File: config.mk
export PLATFORM = sky130hd
export DESIGN_NAME = tmr_front
export DESIGN_NICKNAME = d
export VERILOG_FILES = /design/src/tmr_pkg.sv /design/src/tmr_front.sv
export SDC_FILE = /design/constraint.sdc
export NUM_CORES = 1
export LEC_CHECK = 0
export BUFFER_PORTS_ARGS = -buffer_cell sky130_fd_sc_hd__buf_2
export CAP_MARGIN = 20
export CORE_ASPECT_RATIO = 0.6
export CORE_MARGIN = 4
export CORE_UTILIZATION = 25
export CTS_CLUSTER_DIAMETER = 60
export DETAILED_ROUTE_END_ITERATION = 6
export HOLD_SLACK_MARGIN = 0.06
export PLACE_DENSITY_LB_ADDON = 0.3
export SLEW_MARGIN = 15
export SYNTH_ARGS = -nofsm -noshare
export SYNTH_HDL_FRONTEND = slang
export SYNTH_SLANG_ARGS = --single-unit
File: constraint.sdc
create_clock -name clk -period 1.3 [get_ports clk]
set_input_delay 0.13 -clock clk [delete_from_list [all_inputs] [get_ports clk]]
set_output_delay 0.13 -clock clk [all_outputs]
set_load 0.01 [all_outputs]
File: src/tmr_pkg.sv
// Shared types and constants for the tile map pixel renderer.
// No dependencies; the front, queue, back and top files in src use it by scoped names.
package tmr_pkg;

  localparam int unsigned TILE_COUNT = 2048;
  localparam int unsigned STORE_AW   = 16;            // pattern store address bits
  localparam int unsigned TILE_W     = STORE_AW - 5;  // 32 bytes per tile
  localparam int unsigned QDEPTH     = 4;
  localparam int unsigned QAW        = $clog2(QDEPTH);

  localparam logic [TILE_W-1:0] SPRITE_BASE = TILE_W'(11'h380);

  typedef enum logic {
    CMD_WRITE,
    CMD_DRAW
  } cmd_kind_t;

  // One queued command: a pattern byte write or a draw that will emit pixels.
  typedef struct packed {
    cmd_kind_t           kind;
    logic [STORE_AW-1:0] addr;
    logic [7:0]          data;
    logic [TILE_W-1:0]   tile;
    logic                flip_x;
    logic                flip_y;
    logic [1:0]          pal;
    logic [4:0]          cx;
    logic [4:0]          cy;
    logic                fg;
  } cmd_t;

endpackage

File: src/tmr_front.sv
// Front end: takes input words, holds sprite_mode, rebases and filters draws.
// Depends on tmr_pkg.
module tmr_front (
  input  logic                         clk,
  input  logic                         rst,
  input  logic                         cfg_write,
  input  logic                         cfg_data,
  input  logic                         in_valid,
  output logic                         in_stall,
  input  logic                         action,
  input  logic [tmr_pkg::STORE_AW-1:0] pattern_addr,
  input  logic [7:0]                   pattern_byte,
  input  logic [15:0]                  tile_entry,
  input  logic [4:0]                   cell_x,
  input  logic [4:0]                   cell_y,
  input  logic                         layer,
  input  logic                         q_full,
  output logic                         push,
  output tmr_pkg::cmd_t                push_cmd
);

  logic                        sprite_mode;
  logic [tmr_pkg::TILE_W-1:0]  tile_raw;
  logic [tmr_pkg::TILE_W-1:0]  tile;
  logic                        rebase;
  logic                        skip;

  always_ff @(posedge clk) begin
    if (rst) begin
      sprite_mode <= 1'b0;
    end else if (cfg_write) begin
      sprite_mode <= cfg_data;
    end
  end

  always_comb begin
    tile_raw = tile_entry[tmr_pkg::TILE_W-1:0];
    rebase   = layer && sprite_mode;
    tile     = rebase ? (tile_raw - tmr_pkg::SPRITE_BASE) : tile_raw;
    // draws that give no pixels never reach the queue
    skip = (!layer && sprite_mode) || (tile_raw == '0) || (rebase && (tile == '0))
           || ({1'b0, tile} >= (tmr_pkg::TILE_W + 1)'(tmr_pkg::TILE_COUNT));

    push_cmd.kind   = action ? tmr_pkg::CMD_DRAW : tmr_pkg::CMD_WRITE;
    push_cmd.addr   = pattern_addr;
    push_cmd.data   = pattern_byte;
    push_cmd.tile   = tile;
    push_cmd.flip_x = tile_entry[11];
    push_cmd.flip_y = tile_entry[12];
    push_cmd.pal    = tile_entry[14:13];
    push_cmd.cx     = cell_x;
    push_cmd.cy     = cell_y;
    push_cmd.fg     = layer;

    in_stall = q_full;
    push     = in_valid && !q_full && !(action && skip);
  end

endmodule

; Word-level counts from Yosys, hierarchy flattened
; Cells that the tools add are included.
[word_totals]
regBits = 1
in_bits = 58
out_inout_bits = 53
wordCells = 17
[classes]
n_addsub = 1
mux = 2
n_reduce_logical = 13
[ops]
columns = op, n
row1 = $logic_not A11 Y1, 2
row2 = $mux W11, 1
row3 = $sub A11 B10 Y11 const B, 1
row4 = $logic_and A1 B1 Y1, 6
row5 = $logic_not A1 Y1, 3
row6 = $logic_or A1 B1 Y1, 2
row7 = $mux W1, 1

; Depth between registers and ports, before layout
; Gate-level depths: netlist of run 1.
[logic_depth]
ltp_word = 8
depth_mapped = 5
mapped_depth_nobuf = 5

; Worst setup path after synthesis of run 1
; OpenSTA, ideal clock, no wires.
[synth_timing]
path_kind = register to output
startpoint = reg sprite_mode
endpoint = out push
arrival_time_ns = 1.075
required_ns = 1.170
slack_ns = 0.095
path_stages_with_launch = 6
path_buffers = 1
path_cell_list = dfxtp_1 -> buf_6 -> nand3_2 -> xnor2_1 -> nor4_1 -> o21ai_1
[synth_rtl]
columns = item, line_no
row1 = "start, declared", tmr_front.sv:22  ; logic sprite_mode;
row2 = "start signal, assigned", tmr_front.sv:32  ; sprite_mode <= cfg_data;
row3 = "end, declared", tmr_front.sv:18  ; output logic push,

; Worst setup path in the final report of run 1
[layout_timing]
startpoint = in tile_entry[8]
endpoint = out push
[layout_between]
elab_chain_cells = 8
elab_cells_between_ends = 10
classes_between = add/sub (1) / mux (1) / reduce/logical (8)
[layout_rtl]
columns = item, line_no
row1 = "start, declared", tmr_front.sv:13  ; input logic [15:0] tile_entry,
row2 = $sub A11 B10 Y11, tmr_front.sv:39  ; tile = rebase ? (tile_raw - tmr_pkg::SPRITE_BASE) : tile_raw;
row3 = $mux W11, tmr_front.sv:39
row4 = $logic_not A11 Y1, tmr_front.sv:41  ; skip = (!layer && sprite_mode) || (tile_raw == '0) || (rebase && (tile == '0))
row5 = $logic_and A1 B1 Y1, tmr_front.sv:41
row6 = $logic_or A1 B1 Y1 (*), tmr_front.sv:41
row7 = $logic_and A1 B1 Y1 (*), tmr_front.sv:56  ; push = in_valid && !q_full && !(action && skip);
row8 = $logic_not A1 Y1 (*), tmr_front.sv:56
row9 = $logic_and A1 B1 Y1 (*), tmr_front.sv:56
; Every way passes the cells marked *; elsewhere a longest branch is shown, timed or not.

==> results of run 1 <==
## synthesized netlist by cell type
library cell  instances
o21ai_1               1
a21bo_2               1
xnor2_1               2
nor4_1                3
ha_1                  1
nand3_2               1
a21oi_1               1
nand4b_1              1
dfxtp_1               1
a21bo_1               1
nand3_1               2
nor3_1                1
and3_2                1
buf_6                 1
nand4_1               2
nand3b_1              1
mux2i_1               1
buf_4                48
o211ai_2              1
nand2b_1              1
nand2_1               2
nor2_1                3
## through the flow
stage | cells | power (mW)
5_1_grt | 98 | 0.209
6_report | 98 | 0.192
2_1_floorplan | 77 | 0.232
3_3_place_gp | 98 | 0.171
3_5_place_dp | 98 | 0.172
4_1_cts | 98 | 0.184
## worst max-delay path, cell delays in order
cell      delay, ns
buf_4          0.13
buf_4          0.13
and3_2         0.17
o211ai_2       0.19
nor4_2         0.07
o21ai_1        0.13
buf_2          0.14
## how the worst min path moves through the flow
stage	to	slack [ns]	cells after the start
floorplan	sprite_mode	0.20	1
global placement	push_cmd[1]	0.26	0
detailed placement	push_cmd[1]	0.26	0
CTS	push_cmd[1]	0.26	0
global route	push_cmd[11]	0.26	0
finish	push_cmd[11]	0.26	0
## layer usage
layer	wire, µm	vias up	part of all wire, %	GRT usage (%)
met5	0	-	0	0
met4	9	0	0.83	2.29
met3	111	4	10	3.56
met2	592	27	55	11.6
met1	367	175	34	6.41
li1	-	194	-	-
## cells in the final DEF (no fill, tap or decap), drive strengths merged
cell type / n
and3: 1
mux2i: 1
o21ai: 1
ha: 1
nand2b: 1
nand2: 2
o211ai: 1
nand4: 2
xnor2: 2
buf: 40
dfxtp: 1
nand4b: 1
nor3: 1
nand3: 3
nor2: 3
nand3b: 1
a21oi: 1
nor4: 3
a21bo: 2
## timing repair
action / 4_1_cts / 5_1_grt
endpoints found under the setup margin: 1 / 1
setup buffers: 0 / 0
pin swaps: 4 / 4
endpoints found under the hold margin: 0 / 0
gates resized for setup: 6 / 10
## final cells by class
type                            count  area, µm²  area share [%]
Sequential cell                     1       23.8            4.39
Timing Repair Buffer               40        239            44.1
Tap cell                           30       37.5            6.93
Multi-Input combinational cell     27        241            44.6
## kinds of logic after synthesis
group	share of synthesized area [%]
adders and majority gates	2.16
xor gates and xnor gates	3.02
buffers and inverters	64.1
AOI/OAI and AO/OA	7.34
DFF	3.46
and+or+nand+nor	18.1
muxes	1.73
## power by group
group          internal (mW)  total, mW  switching [mW]
logic                 0.0841      0.155          0.0714
clock network              0          0               0
registers             0.0326     0.0368         0.00427
==> impl_metrics.env, run 1 <==
export IMPL_status="completed"
export IMPL_grt_total_usage_pct=6.42
export IMPL_rsz0062_at_grt="true"
export IMPL_setup_slack_ns=0.0767
export IMPL_grt_pass1_wl_um=1720
export IMPL_hpwl_um=931
export IMPL_wire_per_inst_um=11.0
export IMPL_place_ws_ns=-0.0485
export IMPL_start_kind="primary input"
export IMPL_finalSetupViolations=0
export IMPL_yosysSeqAreaShare_pct=3.46
export IMPL_worst_hold_path_type="in -> out"
export IMPL_die_area_um2=3180
export IMPL_required_ns=1.17
export IMPL_port_buffers=33
export IMPL_via_count=400
export IMPL_path_class="in -> out"
export IMPL_drc=0
export IMPL_synth_top_area_share_pct=62.2
export IMPL_rr_worst_depth=3
export IMPL_ios=111
export IMPL_antennaDiodeCount=0
export IMPL_max_clock_freq_mhz=817
export IMPL_place_gp_congestion=0.662
export IMPL_reg_top3="sprite_mode: 1 flops"
export IMPL_initial_core_util_pct=26.6
export IMPL_top_register="sprite_mode"
export IMPL_hold_violations=0
export IMPL_synthTopCellsByArea="buf_4 (62%), dfxtp_1 (3.5%), nor4_1 (3.2%), xnor2_1 (3.0%), ha_1 (2.2%)"
export IMPL_avgSynthCellArea_um2=7.52
export IMPL_die_y_um=45.3
export IMPL_synth_distinct_cells=22
export IMPL_worstMarginPinSlew_ns=0.261
export IMPL_largest_reg_flops=1
export IMPL_yosys_area_top_type="buf_4"
export IMPL_layout_nets=129
export IMPL_vdd_drop_max_mv=0.0963
export IMPL_synth_seq_cells=1
export IMPL_cp_max_fo=3
export IMPL_die_x_um=70.1
export IMPL_cap_violations=0
export IMPL_rrSetupSlack_ns=0.53
export IMPL_finalCritPeriodShare_pct=94.1
export IMPL_fp_row_count=13
export IMPL_ys_warn_count=0
export IMPL_gr_total_overflow=0
export IMPL_rr_startpoint="sprite_mode"
export IMPL_holdCritStartpoint="tile_entry[13]"
export IMPL_syn_num_nets=136
export IMPL_finalSetupTns_ns=0
export IMPL_cp_arrival_ns=1.09
export IMPL_drt_wl_total_um=1080
export IMPL_netlist_instances=77
export IMPL_endpoint="push"
export IMPL_fin_crit_ns=1.22
export IMPL_antenna_found_initial=0
export IMPL_placed_area_um2=463
export IMPL_syn2layout_area_growth_pct=-6.48
export IMPL_slew_viol_final=0
export IMPL_leakagePower_nw=0.256
export IMPL_drt_iter0_drc=1
export IMPL_slew_limit_headroom_pct=82.4
export IMPL_fin_util_pct=24.9
export IMPL_insertion_delay_ns=0
export IMPL_crit_path_start="tile_entry[8]"
export IMPL_final_area_um2=542
export IMPL_worst_r2r_endpoint="sprite_mode"
export IMPL_synth_area_um2=579
export IMPL_first_pass_iters=2
export IMPL_clock_skew_ns=0
export IMPL_layout_drive_gt1_share_pct=73.5
export IMPL_critical_path_endpoint_type="primary output"
export IMPL_holdWs_ns=0.260
export IMPL_grt_max_degree=9
export IMPL_powerDensity_nw_per_um2=355
export IMPL_hold_buffers=0
export IMPL_fillers=250
export IMPL_vias_per_cell=4.08
export IMPL_grt_pass1_vias=381
export IMPL_coreArea_um2=2180
export IMPL_postRouteAntennaNets=0
(Power assumes the default switching activity.)
==> run 2, diff against run 1 <==
Settings changed: BUFFER_PORTS_ARGS -buffer_cell sky130_fd_sc_hd__buf_2 to unset, CORE_AREA set to 4 4 41 43, CORE_ASPECT_RATIO 0.6 to unset, CORE_MARGIN 4 to unset, CORE_UTILIZATION 25 to unset, DIE_AREA set to 0 0 45 47, DONT_BUFFER_PORTS set to 1.
==> impl_metrics.env, run 2 (same netlist as run 1, synthesis figures left out) <==
export IMPL_status="completed"
export IMPL_postRouteAntennaNets=0
export IMPL_cp_max_fo=7
export IMPL_slew_limit_headroom_pct=76.7
export IMPL_cap_violations=0
export IMPL_fillers=161
export IMPL_fp_row_count=13
export IMPL_layout_commonest_cell="buf_4"
export IMPL_grt_total_usage_pct=8.11
export IMPL_drt_iter0_drc=6
export IMPL_worstMarginPinSlew_ns=0.346
export IMPL_power_share_clock_pct=0
export IMPL_insertion_delay_ns=0
export IMPL_wire_per_inst_um=20.0
export IMPL_grt_max_degree=9
export IMPL_power_frac_comb_pct=61.0
export IMPL_fin_util_pct=19.8
export IMPL_vias_per_cell=6.62
export IMPL_p_int_uw=64.6
export IMPL_worst_hold_path_type="in -> reg"
export IMPL_start_kind="flip-flop"
export IMPL_top_register="sprite_mode"
export IMPL_critical_path_endpoint_type="primary output"
export IMPL_die_area_um2=2120
export IMPL_hpwl_um=819
export IMPL_syn2layout_area_growth_pct=-55.5
export IMPL_hold_buffers=0
export IMPL_via_count=311
export IMPL_finalSetupTns_ns=0
export IMPL_finalCritPeriodShare_pct=90.8
export IMPL_finalPower_uw=94.9
export IMPL_die_y_um=47
export IMPL_first_pass_iters=4
export IMPL_clk_pin_slew_ns=0
export IMPL_path_class="reg -> out"
export IMPL_initial_core_util_pct=44.5
export IMPL_instances_no_fill=47
export IMPL_leakagePower_nw=0.0947
export IMPL_hold_violations=0
export IMPL_largest_reg_flops=1
export IMPL_regArea_um2=21.3
export IMPL_powerDensity_nw_per_um2=368
export IMPL_vdd_drop_max_mv=0.166
export IMPL_multi_input_area_um2=188
export IMPL_place_gp_congestion=0.617
export IMPL_max_clock_freq_mhz=847
export IMPL_clock_skew_ns=0
export IMPL_port_buffers=0
export IMPL_layout_nets=93
export IMPL_antenna_found_initial=0
export IMPL_antennaDiodeCount=0
export IMPL_placed_cells=47
export IMPL_p_seq_share_pct=39.0
export IMPL_drt_wl_total_um=940
export IMPL_fin_crit_ns=1.18
export IMPL_gr_total_overflow=0
export IMPL_drc=0
export IMPL_layout_drive_gt1_share_pct=28.1
export IMPL_ios=111
export IMPL_p_switching_uw=30.3
export IMPL_rsz0062_at_grt="false"
export IMPL_grt_pass1_wl_um=1350
export IMPL_grt_pass1_vias=286
export IMPL_coreArea_um2=1300
export IMPL_layout_common_cells="buf_4 (4), nor4_1 (3), nor2_1 (3)"
export IMPL_reg_top3="sprite_mode: 1 flops"
export IMPL_cp_arrival_ns=1.05
export IMPL_switching_share_pct=31.9
export IMPL_finalSetupViolations=0
export IMPL_die_x_um=45
export IMPL_required_ns=1.17
export IMPL_slew_viol_final=0
-- run 2: cell types whose count changed in the layout (fill, tap and decap cells not counted), sizes merged --
cell,before,now
buf,40,4
-- run 2: critical path, stage by stage (launching register included) --
cell	delay [ns]
dfxtp_2	0.37
nand3_2	0.08
xnor2_1	0.14
nor4_1	0.28
o21ai_1	0.17
-- run 2: cell type report --
cell class                 instances  area share [%]
timing repair buffer               4            11.7
multi-input combinational         27            72.8
tap                               15            7.28
sequential                         1            8.25
-- run 2: layer usage --
layer / GRT usage (%) / up-vias / share of wire, %
li1: - / 119 / -
met1: 8.33 / 139 / 28
met2: 12.4 / 43 / 43
met3: 4.98 / 10 / 26
met4: 5.26 / 0 / 3.1
met5: 0 / - / 0
-- run 2: final timing paths --
kind / start / endpoint / slack (ns) / cells past startpoint
max reg2reg: sprite_mode / sprite_mode / 0.53 / 3
min reg2reg: sprite_mode / sprite_mode / 0.67 / 3
min: rst / sprite_mode / 0.20 / 1
max: sprite_mode / push / 0.12 / 4
-- run 2: power groups by stage --
stage / clock network (mW) / registers (mW) / logic, mW
5_1_grt: 0 / 0.0376 / 0.0653
6_report: 0 / 0.0370 / 0.0579
3_3_place_gp: 0 / 0.0366 / 0.0587
2_1_floorplan: 0 / 0.0338 / 0.198
4_1_cts: 0 / 0.0367 / 0.0589
3_5_place_dp: 0 / 0.0367 / 0.0584
-- run 2: repair_timing --
action | in CTS | in global routing
buffers inserted | 0 | 0
gates resized for setup | 0 | 1
setup endpoints to repair | 0 | 1
-- run 2: stage by stage --
| step | setup WS, ns | hold slack, ns | cell area [µm²] |
|---|---|---|---|
| after CTS | 0.00524 | 0.205 | 256 |
| after detailed placement | 0.00340 | 0.205 | 256 |
| after global routing | 0.00135 | 0.198 | 258 |
| after floorplan | 0.0951 | 0.202 | 579 |
| final | 0.119 | 0.197 | 258 |
| after global placement | 0.0240 | 0.204 | 256 |
