<file path="src/tmr_pkg.sv">
// Shared types and constants for the tile map pixel renderer.
// No dependencies; the front, queue, back and top files in src use it by scoped names.
package tmr_pkg;

  localparam int unsigned TILE_COUNT = 2048;
  localparam int unsigned STORE_AW   = 16;            // pattern store address bits
  localparam int unsigned TILE_W     = STORE_AW - 5;  // 32 bytes per tile
  localparam int unsigned QDEPTH     = 4;
  localparam int unsigned QAW        = $clog2(QDEPTH);

  localparam logic [TILE_W-1:0] SPRITE_BASE = TILE_W'(11'h380);

  typedef enum logic {
    CMD_WRITE,
    CMD_DRAW
  } cmd_kind_t;

  // One queued command: a pattern byte write or a draw that will emit pixels.
  typedef struct packed {
    cmd_kind_t           kind;
    logic [STORE_AW-1:0] addr;
    logic [7:0]          data;
    logic [TILE_W-1:0]   tile;
    logic                flip_x;
    logic                flip_y;
    logic [1:0]          pal;
    logic [4:0]          cx;
    logic [4:0]          cy;
    logic                fg;
  } cmd_t;

endpackage

</file>
<file path="src/tmr_queue.sv">
// Short command queue between front and back end.
// Depends on tmr_pkg.
module tmr_queue (
  input  logic          clk,
  input  logic          rst,
  input  logic          push,
  input  tmr_pkg::cmd_t push_cmd,
  input  logic          pop,
  output tmr_pkg::cmd_t head,
  output logic          empty,
  output logic          full
);

  tmr_pkg::cmd_t              entries [tmr_pkg::QDEPTH];
  logic [tmr_pkg::QAW-1:0]    wr_ptr;
  logic [tmr_pkg::QAW-1:0]    rd_ptr;
  logic [tmr_pkg::QAW:0]      count;
  logic [tmr_pkg::QAW:0]      count_next;

  always_comb begin
    empty      = (count == '0);
    full       = (count == (tmr_pkg::QAW + 1)'(tmr_pkg::QDEPTH));
    head       = entries[rd_ptr];
    count_next = count + (tmr_pkg::QAW + 1)'(push) - (tmr_pkg::QAW + 1)'(pop);
  end

  always_ff @(posedge clk) begin
    if (push) begin
      entries[wr_ptr] <= push_cmd;
    end
  end

  always_ff @(posedge clk) begin
    if (rst) begin
      wr_ptr <= '0;
      rd_ptr <= '0;
      count  <= '0;
    end else begin
      if (push) wr_ptr <= wr_ptr + 1'b1;
      if (pop)  rd_ptr <= rd_ptr + 1'b1;
      count <= count_next;
    end
  end

endmodule

</file>
<file path="config.mk">
export PLATFORM = sky130hd
export DESIGN_NAME = tmr_queue
export DESIGN_NICKNAME = d
export VERILOG_FILES = /design/src/tmr_pkg.sv /design/src/tmr_queue.sv
export SDC_FILE = /design/constraint.sdc
export NUM_CORES = 1
export LEC_CHECK = 0
export BUFFER_PORTS_ARGS = -buffer_cell sky130_fd_sc_hd__buf_2
export CORE_UTILIZATION = 45
export CTS_BUF_LIST = sky130_fd_sc_hd__clkbuf_4 sky130_fd_sc_hd__clkbuf_8
export CTS_CLUSTER_SIZE = 12
export DETAILED_ROUTE_END_ITERATION = 6
export HOLD_SLACK_MARGIN = 0.05
export PLACE_DENSITY = 0.61
export SYNTH_ARGS = -nofsm -noshare
export SYNTH_HDL_FRONTEND = slang
export SYNTH_SLANG_ARGS = --single-unit
</file>
<file path="constraint.sdc">
create_clock -name clk -period 3 [get_ports clk]
set_clock_uncertainty 0.05 [all_clocks]
set_input_delay 0.6 -clock clk [delete_from_list [all_inputs] [get_ports clk]]
set_output_delay 0.6 -clock clk [all_outputs]
set_load 0.005 [all_outputs]
</file>
# Word level (Yosys, flattened, before mapping)
# Memory sizes are Yosys's and may differ from the RTL's. A register that Yosys moved wholly into a read port is not among the register bits.
# Index checks and enable logic that the tools add are counted.
[totals] output_inout_bits=53 memories=1 latchBits=0 mem_bits_rw=204 input_bits=55 regBits=7 mem_bits_ro=0 wordCells=14
[mem_list] memory="entries" depth=4 width=51 rd=1 rd_ports_with_merged_regs=1 wr=1 line_no="tmr_queue.sv:14" text="tmr_pkg::cmd_t entries [tmr_pkg::QDEPTH];"
[classes] div_mod_pow=0 mux=4 n_bitwise=0 shifts=0 n_lt_le_gt_ge=0 mul=0 n_reduce_logical=1 addsub=4 eq_ne=1
[ops] operator="$add 2x1->2 const B" n=2
[ops] operator="$mux 2" n=2
[ops] operator="$add 3x1->3" n=1
[ops] operator="$eq 3x3->1 const B" n=1
[ops] operator="$logic_not 3->1" n=1
[ops] operator="$sub 3x1->3" n=1
[ops] operator="$mux 1" n=2

# Longest topological paths before layout
# Gate-level depths: netlist of run 1.
[depth] depth_word=3 depth_mapped=7 ltp_nobuf=7

# Least setup slack after synthesis of run 1
# No wires, ideal clock.
[synth_path] path_kind="input to register" start="in push" end="mem entries[0][0] (netlist bit), enable pin" cell_stages=1 arrival_ns=1.817 setup_slack_ns=0.719 required_ns=2.536 path_buffers=0 setup_ns=0.414 cell_sequence="and2_1"
[synth_between] elab_chain_cells=2
[synth_rtl] element="start: declaration" line_no="tmr_queue.sv:6" text="input logic push,"
[synth_rtl] element="$mux 1" line_no="tmr_queue.sv:28" text="if (push) begin"
[synth_rtl] element="$mux 1 (implied by the code)" line_no="tmr_queue.sv:29" text="entries[wr_ptr] <= push_cmd;"
[synth_rtl] element="end: declaration" line_no="tmr_queue.sv:14"
# Every way passes these cells.

==> results of run 1 <==
cell usage after synthesis:
| cell type | n |
|---|---|
| and2_1 | 4 |
| ha_1 | 6 |
| buf_2 | 5 |
| mux2i_1 | 1 |
| nor2b_1 | 2 |
| inv_1 | 6 |
| buf_1 | 1 |
| buf_12 | 5 |
| fa_1 | 1 |
| a21bo_2 | 1 |
| mux4_1 | 1 |
| edfxtp_1 | 204 |
| buf_6 | 1 |
| nor2_1 | 5 |
| xor3_1 | 1 |
| dfxtp_1 | 9 |
| nand3b_1 | 1 |
| mux4_2 | 50 |
| a21oi_1 | 1 |
| xnor2_1 | 2 |
| and3_1 | 1 |
| nor3_1 | 1 |
through the flow:
stage / hold WS [ns] / worst slack [ns] / utilization (%)
after floorplan: 0.4418 / 0.7195 / -
after global placement: 0.4650 / 0.8044 / 51.54
after detailed placement: 0.4848 / 0.7901 / 51.54
after CTS: 0.2228 / 0.2319 / 55.54
after global routing: 0.2295 / 0.1691 / 55.54
final: 0.2616 / 0.3270 / 55.56
worst max-delay path: stages, from the launching register on:
cell,delay [ns]
dfxtp_4,0.53
buf_4,0.31
mux4_2,0.54
buf_2,0.14
state kept, by name (all words and copies together), names as in the netlist, named ones only:
| signal | flops |
|---|---|
| wr_ptr | 2 |
| entries | 204 |
| count | 3 |
| rd_ptr | 2 |
where the power goes:
part	total (mW)	switching (mW)	internal [mW]
clock network	2.40	1.06	1.34
logic	0.591	0.279	0.312
registers	3.47	0.0487	3.42
total	6.45	1.39	5.07
cells in the final DEF, fill, tap and decap left out, drive strengths merged:
master	instances
and3	1
buf	116
nor3	1
inv	6
mux4	51
nor2	5
diode	1
clkbuf	51
a21oi	1
edfxtp	204
fa	1
nor2b	2
dfxtp	9
xnor2	2
ha	6
and2	4
a21bo	1
xor3	1
nand3b	1
clkinv	11
mux2i	1
worst paths after layout:
path,from,to,slack (ns),depth (start not counted)
hold / removal,push_cmd[8],entries[2][8]$_DFFE_PP_,0.26,1
setup reg to reg,count[0]$_SDFF_PP0_,count[2]$_SDFF_PP0_,1.18,7
hold reg to reg,rd_ptr[0]$_SDFFE_PP0P_,register,0.50,2
setup / recovery,register,head[41],0.33,3
layer usage:
| metal | routed length [um] | up-vias | part of all wire, % |
|---|---|---|---|
| li1 | - | 1592 | - |
| met1 | 5529 | 1866 | 41 |
| met2 | 6946 | 100 | 51 |
| met3 | 859 | 22 | 6.3 |
| met4 | 280 | 2 | 2.1 |
| met5 | 10 | - | 0.073 |
layout make-up:
| type | instances | area [um^2] |
|---|---|---|
| antenna | 1 | 2.502 |
| clock buffer | 51 | 626.9 |
| clock inverter | 11 | 46.29 |
| fill | 1351 | 7475 |
| inverter | 6 | 22.52 |
| multi-input combinational | 78 | 1394 |
| sequential | 213 | 6311 |
| tap | 220 | 275.3 |
| timing repair buffer | 116 | 665.6 |
cell families after synthesis:
logic type,share of synthesized area (%)
adder cells (fa/ha/maj),1.210
AO/OA/AOI/OAI,0.1910
multiplexers,14.79
AND/OR/NAND/NOR,0.9554
buffers and inverters,2.070
flip-flops,80.25
XOR/XNOR,0.5255
==> report_table.html, run 1 <==
<table>
<tr><th>Metric</th><th>Value</th></tr>
<tr><th colspan="2">Outcome</th></tr>
<tr><td>Result of the run</td><td>finished clean</td></tr>
<tr><th colspan="2">Setup path</th></tr>
<tr><td>Arrival time reported for the critical path endpoint</td><td>2.02 ns</td></tr>
<tr><td>Category of the worst setup path launch point</td><td>register</td></tr>
<tr><td>Crit Path Category</td><td>register to output port</td></tr>
<tr><td>Type of element capturing the critical path</td><td>output port</td></tr>
<tr><td>Highest net fanout along the worst path</td><td>14</td></tr>
<tr><td>Worst path required time</td><td>between 2 and 2.5 ns</td></tr>
<tr><th colspan="2">Power and ir drop</th></tr>
<tr><td>Peak supply drop</td><td>about 0.00033 V</td></tr>
<tr><td>Power Density</td><td>690.7 nW/um^2</td></tr>
<tr><td>Leak pwr</td><td>around 3.2 nW</td></tr>
<tr><td>Overall power consumption</td><td>6.454 mW</td></tr>
<tr><th colspan="2">Synth</th></tr>
<tr><td>Combined area of all synthesized cells</td><td>7858 um^2</td></tr>
<tr><td>Portion of the post-synthesis area used by sequential elements</td><td>roughly four fifths</td></tr>
<tr><td>Per-instance average area after synthesis</td><td>25.43 um^2</td></tr>
<tr><td>Synth area leader</td><td>edfxtp_1</td></tr>
<tr><td>Cell count after synthesis</td><td>309</td></tr>
<tr><td>Unique cell type count in the Yosys netlist</td><td>22</td></tr>
<tr><td>Area share of the leading cell type in the synthesized netlist</td><td>77.96%</td></tr>
<tr><td>Net Count, Synth</td><td>371</td></tr>
<tr><td>Leading cell types by total area after synthesis</td><td>edfxtp_1 78%, mux4_2 14%, dfxtp_1 2.3%, buf_12 1.3%, ha_1 0.96%</td></tr>
<tr><td>Number of register bits inferred by synthesis</td><td>213</td></tr>
<tr><td>Synth warnings</td><td>0</td></tr>
<tr><th colspan="2">Layout</th></tr>
<tr><td>Share of cells above drive strength 1</td><td>48.00%</td></tr>
<tr><td>Filler-free cell count of the finished design</td><td>696</td></tr>
<tr><td>Synthesis-to-finish area growth</td><td>18.92%</td></tr>
<tr><td>Nets</td><td>512</td></tr>
<tr><td>Summed area of non-filler cells in the final layout</td><td>9344 um^2</td></tr>
<tr><th colspan="2">CTS</th></tr>
<tr><td>Clk Latency, worst-skew pair</td><td>0.50 ns</td></tr>
<tr><td>Worst-path clk slew</td><td>0.06 ns</td></tr>
<tr><td>Max clock buf depth</td><td>3</td></tr>
<tr><td>Clock tree root buffer cell</td><td>clkbuf_8</td></tr>
<tr><td>Number of gates resized after CTS</td><td>0</td></tr>
<tr><td>Post-CTS Setup Bufs</td><td>0</td></tr>
<tr><td>Sinks on the clock net</td><td>213</td></tr>
<tr><td>CTS H-tree depth</td><td>2</td></tr>
<tr><td>Clock buffer count from CTS</td><td>35</td></tr>
<tr><td>CTS tree</td><td>built</td></tr>
<tr><td>Number of hold buffers added after cts</td><td>0</td></tr>
<tr><th colspan="2">Timing</th></tr>
<tr><td>Final-report setup violation count</td><td>0</td></tr>
<tr><td>Sum of negative setup slack</td><td>0 ns</td></tr>
<tr><td>Final Hold Viols</td><td>0</td></tr>
<tr><td>Final period utilization</td><td>89.10%</td></tr>
<tr><td>RSZ-0062 raised after global routing</td><td>false</td></tr>
<tr><td>Max-slew headroom at the worst pin</td><td>68.10%</td></tr>
<tr><td>Final max-slew violation count</td><td>0</td></tr>
<tr><td>Clock period minus final worst setup slack</td><td>2.673 ns</td></tr>
<tr><td>Fmax</td><td>374.1 MHz</td></tr>
<tr><td>Tightest Pin Transition</td><td>0.4785 ns</td></tr>
<tr><th colspan="2">Die</th></tr>
<tr><td>Die area</td><td>17990 um^2</td></tr>
<tr><td>Floorplan core area</td><td>approximately 17000 um^2</td></tr>
<tr><td>Starting density of the core</td><td>46.72%</td></tr>
<tr><td>Die Span X</td><td>134.1 um</td></tr>
<tr><td>Number of placed I/O pins</td><td>~110</td></tr>
<tr><td>Row count</td><td>47</td></tr>
<tr><td>Die Y</td><td>134.1 um</td></tr>
<tr><th colspan="2">Global routing</th></tr>
<tr><td>Total Routing Usage GR</td><td>16.13%</td></tr>
<tr><td>GRT met2 Usage</td><td>26.45%</td></tr>
<tr><td>First-pass GRT wire length</td><td>21250 um</td></tr>
<tr><td>Largest net degree at the start of global routing</td><td>40</td></tr>
<tr><td>GRT Max-Usage Layer</td><td>met2</td></tr>
<tr><td>Overall overflow remaining after global route</td><td>0</td></tr>
<tr><td>Number of antenna violations at the first check in global routing</td><td>2</td></tr>
<tr><td>Met3 Usage GRT</td><td>4.913%</td></tr>
<tr><td>M1 GR Usage</td><td>between 20% and 30%</td></tr>
<tr><td>Via count of the first global-routing pass</td><td>3789</td></tr>
<tr><th colspan="2">Drt</th></tr>
<tr><td>DR vias</td><td>3582</td></tr>
<tr><td>Sum of routed wire length over all layers</td><td>13630 um</td></tr>
<tr><td>First DRT Iteration DRCs</td><td>between 200 and 250</td></tr>
<tr><td>Routed WL per cell</td><td>19.58 um</td></tr>
<tr><td>DRC violations left</td><td>0</td></tr>
<tr><td>Initial DRT Pass Iterations</td><td>6</td></tr>
<tr><td>Number of vias per cell</td><td>5.147</td></tr>
<tr><td>Routed Antenna Nets</td><td>0</td></tr>
<tr><th colspan="2">Place</th></tr>
<tr><td>DP HPWL</td><td>8081 um</td></tr>
<tr><td>Cell area after placement</td><td>around 8700 um^2</td></tr>
<tr><td># placed instances</td><td>around 630</td></tr>
<tr><td>RD Place Congestion</td><td>0.7221</td></tr>
<tr><td>Quantity of I/O buffers inserted on ports</td><td>107</td></tr>
<tr><th colspan="2">Job</th></tr>
<tr><td>Number of max-cap violations</td><td>0</td></tr>
<tr><th colspan="2">Hold path</th></tr>
<tr><td>Type of the tightest min-delay check</td><td>input port to register</td></tr>
</table>
No activity file was read; power rests on OpenSTA's default activity.
==> run 2, diff against run 1 <==
--- a/config.mk
+++ b/config.mk
@@ -5,6 +5,7 @@
 export SDC_FILE = /design/constraint.sdc
 export NUM_CORES = 1
 export LEC_CHECK = 0
+export ABC_AREA = 1
 export BUFFER_PORTS_ARGS = -buffer_cell sky130_fd_sc_hd__buf_2
 export CORE_UTILIZATION = 45
 export CTS_BUF_LIST = sky130_fd_sc_hd__clkbuf_4 sky130_fd_sc_hd__clkbuf_8
==> run 2 against run 1 <==
Compared with the run above:
- the flow now finishes with violations (DRC)
- via count up 43%
- global-route usage up 0.82 points
- power up 1.0%
- largest cell class unchanged
- highest routed layer is now met4
==> report_table.html, run 2 <==
<table>
<tr><th>Metric</th><th>Value</th></tr>
<tr><th colspan="2">Job</th></tr>
<tr><td>Number of max-cap violations</td><td>0 (unchanged)</td></tr>
<tr><th colspan="2">Layout</th></tr>
<tr><td>Most common cell after layout, fill and taps aside</td><td>edfxtp_1 (unchanged)</td></tr>
<tr><td>Share of cells above drive strength 1</td><td>23.19% (was 48.00%)</td></tr>
<tr><td>Area used by multi-input combinational logic</td><td>1476 um^2 (was 1394 um^2)</td></tr>
<tr><td>Antenna cells</td><td>0 (was 1)</td></tr>
<tr><td>Synthesis-to-finish area growth</td><td>17.64% (was 18.92%)</td></tr>
<tr><td>Nets</td><td>838 (was 512)</td></tr>
<tr><td>Largest Register</td><td>entries (unchanged)</td></tr>
<tr><td>Regs by FF count</td><td>entries x204, count x3 (unchanged)</td></tr>
<tr><td>Sequential cell area</td><td>6314 um^2 (was 6311 um^2)</td></tr>
<tr><td>Number of inserted filler cells in the final layout</td><td>1532 (was 1351)</td></tr>
<tr><td>Flip-flop count of the largest register, all copies and words added</td><td>204 (unchanged)</td></tr>
<tr><td>Filler-free cell count of the finished design</td><td>1031 (was 696)</td></tr>
<tr><td>Most frequent cells in the layout</td><td>204 x edfxtp_1, 114 x inv_1, 110 x nand2_1, 107 x buf_2, 57 x a21oi_1 (was 204 x edfxtp_1, 107 x buf_2, 50 x mux4_2, 39 x clkbuf_8, 12 x clkbuf_4)</td></tr>
<tr><th colspan="2">Power and ir drop</th></tr>
<tr><td>Power Density</td><td>654.5 nW/um^2 (was 690.7 nW/um^2)</td></tr>
<tr><td>Power share of the sequential group</td><td>52.9% (was 53.7%)</td></tr>
<tr><td>Leak pwr</td><td>3.957 nW (was 3.214 nW)</td></tr>
<tr><td>Clock network fraction of design power</td><td>38.1% (was 37.1%)</td></tr>
<tr><td>Peak supply drop</td><td>0.0003477 V (was 0.0003350 V)</td></tr>
<tr><td>Overall power consumption</td><td>6.521 mW (was 6.454 mW)</td></tr>
<tr><td>Internal portion of total power</td><td>5.036 mW (was 5.068 mW)</td></tr>
<tr><td>Switching Fraction</td><td>22.77% (was 21.48%)</td></tr>
<tr><td>Fraction of power consumed by combinational cells</td><td>9.0% (was 9.2%)</td></tr>
<tr><td>Power dissipated by switching net loads</td><td>1.485 mW (was 1.386 mW)</td></tr>
<tr><th colspan="2">Timing</th></tr>
<tr><td>Final period utilization</td><td>82.65% (was 89.10%)</td></tr>
<tr><td>Max-slew headroom at the worst pin</td><td>56.71% (was 68.10%)</td></tr>
<tr><td>Worst hold slack after final layout</td><td>0.2320 ns (was 0.2616 ns)</td></tr>
<tr><td>Fmax</td><td>403.3 MHz (was 374.1 MHz)</td></tr>
<tr><td>Final Hold Viols</td><td>0 (unchanged)</td></tr>
<tr><td>Clock period minus final worst setup slack</td><td>2.480 ns (was 2.673 ns)</td></tr>
<tr><td>Sum of negative setup slack</td><td>0 ns (unchanged)</td></tr>
<tr><td>Final max-slew violation count</td><td>0 (unchanged)</td></tr>
<tr><td>Final-report setup violation count</td><td>0 (unchanged)</td></tr>
<tr><td>Tightest Pin Transition</td><td>0.6494 ns (was 0.4785 ns)</td></tr>
<tr><td>RSZ-0062 raised after global routing</td><td>false (unchanged)</td></tr>
<tr><th colspan="2">Synth</th></tr>
<tr><td>Per-instance average area after synthesis</td><td>13.01 um^2 (was 25.43 um^2)</td></tr>
<tr><td>Number of synthesized flops with an enable pin</td><td>204 (unchanged)</td></tr>
<tr><td>Area share of the leading cell type in the synthesized netlist</td><td>72.33% (was 77.96%)</td></tr>
<tr><td>Proportion of synthesized flip-flops having asynchronous set or reset</td><td>0% (unchanged)</td></tr>
<tr><td>Most used flip-flop cell after synthesis</td><td>edfxtp_1 (unchanged)</td></tr>
<tr><td>Portion of the post-synthesis area used by sequential elements</td><td>74.46% (was 80.25%)</td></tr>
<tr><td>Top cell types by occurrence after synthesis</td><td>204 x edfxtp_1, 118 x inv_1, 110 x nand2_1 (was 204 x edfxtp_1, 50 x mux4_2, 9 x dfxtp_1)</td></tr>
<tr><td>Combined area of all synthesized cells</td><td>8469 um^2 (was 7858 um^2)</td></tr>
<tr><td>Number of register bits inferred by synthesis</td><td>213 (unchanged)</td></tr>
<tr><td>Synth area leader</td><td>edfxtp_1 (unchanged)</td></tr>
<tr><td>Leading cell type by number of instances after synthesis</td><td>edfxtp_1 (unchanged)</td></tr>
<tr><td>Leading cell types by total area after synthesis</td><td>edfxtp_1 72%, inv_1 5.2%, nand2_1 4.9%, o211ai_1 4.5%, a21oi_1 3.4% (was edfxtp_1 78%, mux4_2 14%, dfxtp_1 2.3%, buf_12 1.3%, ha_1 0.96%)</td></tr>
<tr><td>Cell count after synthesis</td><td>651 (was 309)</td></tr>
<tr><td>Unique cell type count in the Yosys netlist</td><td>18 (was 22)</td></tr>
<tr><td>Synth warnings</td><td>0 (unchanged)</td></tr>
<tr><td>Net Count, Synth</td><td>713 (was 371)</td></tr>
<tr><th colspan="2">Drt</th></tr>
<tr><td>Number of vias per cell</td><td>4.952 (was 5.147)</td></tr>
<tr><td>DRC violations left</td><td>9 (was 0)</td></tr>
<tr><td>Routed WL per cell</td><td>15.26 um (was 19.58 um)</td></tr>
<tr><td>Initial DRT Pass Iterations</td><td>7 (was 6)</td></tr>
<tr><td>First DRT Iteration DRCs</td><td>314 (was 213)</td></tr>
<tr><td>DR vias</td><td>5105 (was 3582)</td></tr>
<tr><td>Sum of routed wire length over all layers</td><td>15730 um (was 13630 um)</td></tr>
<tr><td>Routed Antenna Nets</td><td>0 (unchanged)</td></tr>
<tr><th colspan="2">Setup path</th></tr>
<tr><td>Type of element capturing the critical path</td><td>output port (unchanged)</td></tr>
<tr><td>Category of the worst setup path launch point</td><td>register (unchanged)</td></tr>
<tr><td>Crit Path Category</td><td>register to output port (unchanged)</td></tr>
<tr><td>Highest net fanout along the worst path</td><td>27 (was 14)</td></tr>
<tr><td>Arrival time reported for the critical path endpoint</td><td>1.83 ns (was 2.02 ns)</td></tr>
<tr><td>Worst path required time</td><td>2.35 ns (about the same)</td></tr>
<tr><th colspan="2">Place</th></tr>
<tr><td>Quantity of I/O buffers inserted on ports</td><td>107 (unchanged)</td></tr>
<tr><td>RD Place Congestion</td><td>0.7177 (was 0.7221)</td></tr>
<tr><td>DP HPWL</td><td>9707 um (was 8081 um)</td></tr>
<tr><td># placed instances</td><td>967 (was 633)</td></tr>
<tr><th colspan="2">Die</th></tr>
<tr><td>Number of placed I/O pins</td><td>108 (unchanged)</td></tr>
<tr><td>Die area</td><td>19370 um^2 (was 17990 um^2)</td></tr>
<tr><td>Row count</td><td>49 (was 47)</td></tr>
<tr><td>Die Y</td><td>139.2 um (was 134.1 um)</td></tr>
<tr><td>Starting density of the core</td><td>46.51% (was 46.72%)</td></tr>
<tr><td>Floorplan core area</td><td>18210 um^2 (was 16820 um^2)</td></tr>
<tr><td>Die Span X</td><td>139.2 um (was 134.1 um)</td></tr>
<tr><th colspan="2">CTS</th></tr>
<tr><td>Clock buffer count from CTS</td><td>36 (was 35)</td></tr>
<tr><td>Number of hold buffers added after cts</td><td>0 (unchanged)</td></tr>
<tr><td>Clock tree root buffer cell</td><td>clkbuf_8 (unchanged)</td></tr>
<tr><td>Number of gates resized after CTS</td><td>0 (unchanged)</td></tr>
<tr><td>Clk Latency, worst-skew pair</td><td>0.50 ns (about the same)</td></tr>
<tr><td>Sinks on the clock net</td><td>213 (unchanged)</td></tr>
<tr><td>Worst-path clk slew</td><td>0.05 ns (was 0.06 ns)</td></tr>
<tr><td>Post-CTS Setup Bufs</td><td>0 (unchanged)</td></tr>
<tr><td>CTS H-tree depth</td><td>2 (unchanged)</td></tr>
<tr><td>CTS tree</td><td>built (unchanged)</td></tr>
<tr><td>Max clock buf depth</td><td>3 (unchanged)</td></tr>
<tr><th colspan="2">Outcome</th></tr>
<tr><td>Failing checks</td><td>DRC</td></tr>
<tr><td>Result of the run</td><td>finished with violations (was finished clean)</td></tr>
<tr><th colspan="2">Global routing</th></tr>
<tr><td>Via count of the first global-routing pass</td><td>5117 (was 3789)</td></tr>
<tr><td>First-pass GRT wire length</td><td>25420 um (was 21250 um)</td></tr>
<tr><td>Overall overflow remaining after global route</td><td>0 (unchanged)</td></tr>
<tr><td>Total Routing Usage GR</td><td>16.94% (was 16.13%)</td></tr>
<tr><td>Largest net degree at the start of global routing</td><td>53 (was 40)</td></tr>
<tr><td>Number of antenna violations at the first check in global routing</td><td>0 (was 2)</td></tr>
<tr><th colspan="2">Hold path</th></tr>
<tr><td>Type of the tightest min-delay check</td><td>input port to register (unchanged)</td></tr>
</table>
-- run 2: changes by cell type after synthesis, sizes merged, moves of 2 or more --
| cell | delta |
|---|---|
| xnor2 | -2 |
| o211ai | +51 |
| mux4 | -51 |
| o21ai | +55 |
| a21oi | +56 |
| inv | +112 |
| and2 | -4 |
| nor2b | -2 |
| buf | +21 |
| nand2 | +110 |
-- run 2: worst paths after layout --
check	from	endpoint	slack (ns)	cells after the start
setup / recovery	register	head[1]	0.52	5
setup reg to reg	wr_ptr[0]$_SDFFE_PP0P_	entries[0][18]$_DFFE_PP_	1.24	5
hold / removal	rst	count[0]$_SDFF_PP0_	0.23	2
hold reg to reg	rd_ptr[1]$_SDFFE_PP0P_	register	0.40	2
-- run 2: critical path, stage by stage (launching register included) --
cell     delay [ns]
dfxtp_4        0.54
buf_4          0.36
a21oi_1        0.07
o21ai_0        0.08
nand2_1        0.11
buf_2          0.14
-- run 2: logic make-up after synthesis --
kind of cell / count (synthesis) / synth area share [%]
flops: 213 / 74.46
fa+ha+maj: 7 / 1.123
compound gates: 163 / 11.14
simple gates: 116 / 5.171
buf+inv: 152 / 8.110
-- run 2: cell type report --
class	count	area share (%)
multi-input cells	286	14.82
well taps	229	2.876
repair buffers	121	7.434
clock inverters	13	0.8916
flip-flops and latches	213	63.37
inverters	118	4.446
clock buffers	51	6.166
-- run 2: power groups by stage --
stage                     clock network (mW)  logic, mW  registers [mW]
after detailed placement                   0      0.596            3.51
after floorplan                            0      0.347            3.49
after global routing                    2.70      0.665            3.46
after global placement                     0      0.577            3.50
final                                   2.49      0.585            3.45
after CTS                               2.57      0.601            3.45
-- run 2: layer usage --
layer / up-vias / GRT usage, % / share of wire [%]
li1: 2511 / - / -
met1: 2436 / 20.76 / 43
met2: 124 / 28.84 / 49
met3: 34 / 4.144 / 6.1
met4: 0 / 6.901 / 2.1
met5: - / 0 / 0
-- run 2: metrics by stage --
| stage | worst slack [ns] | area (um^2) | utilization [%] |
|---|---|---|---|
| 2_1_floorplan | 0.9143 | 8469 | - |
| 3_3_place_gp | 1.041 | 9260 | 50.86 |
| 3_5_place_dp | 1.025 | 9260 | 50.86 |
| 4_1_cts | 0.4739 | 9963 | 54.72 |
| 5_1_grt | 0.3429 | 9963 | 54.72 |
| 6_report | 0.5205 | 9963 | 54.72 |
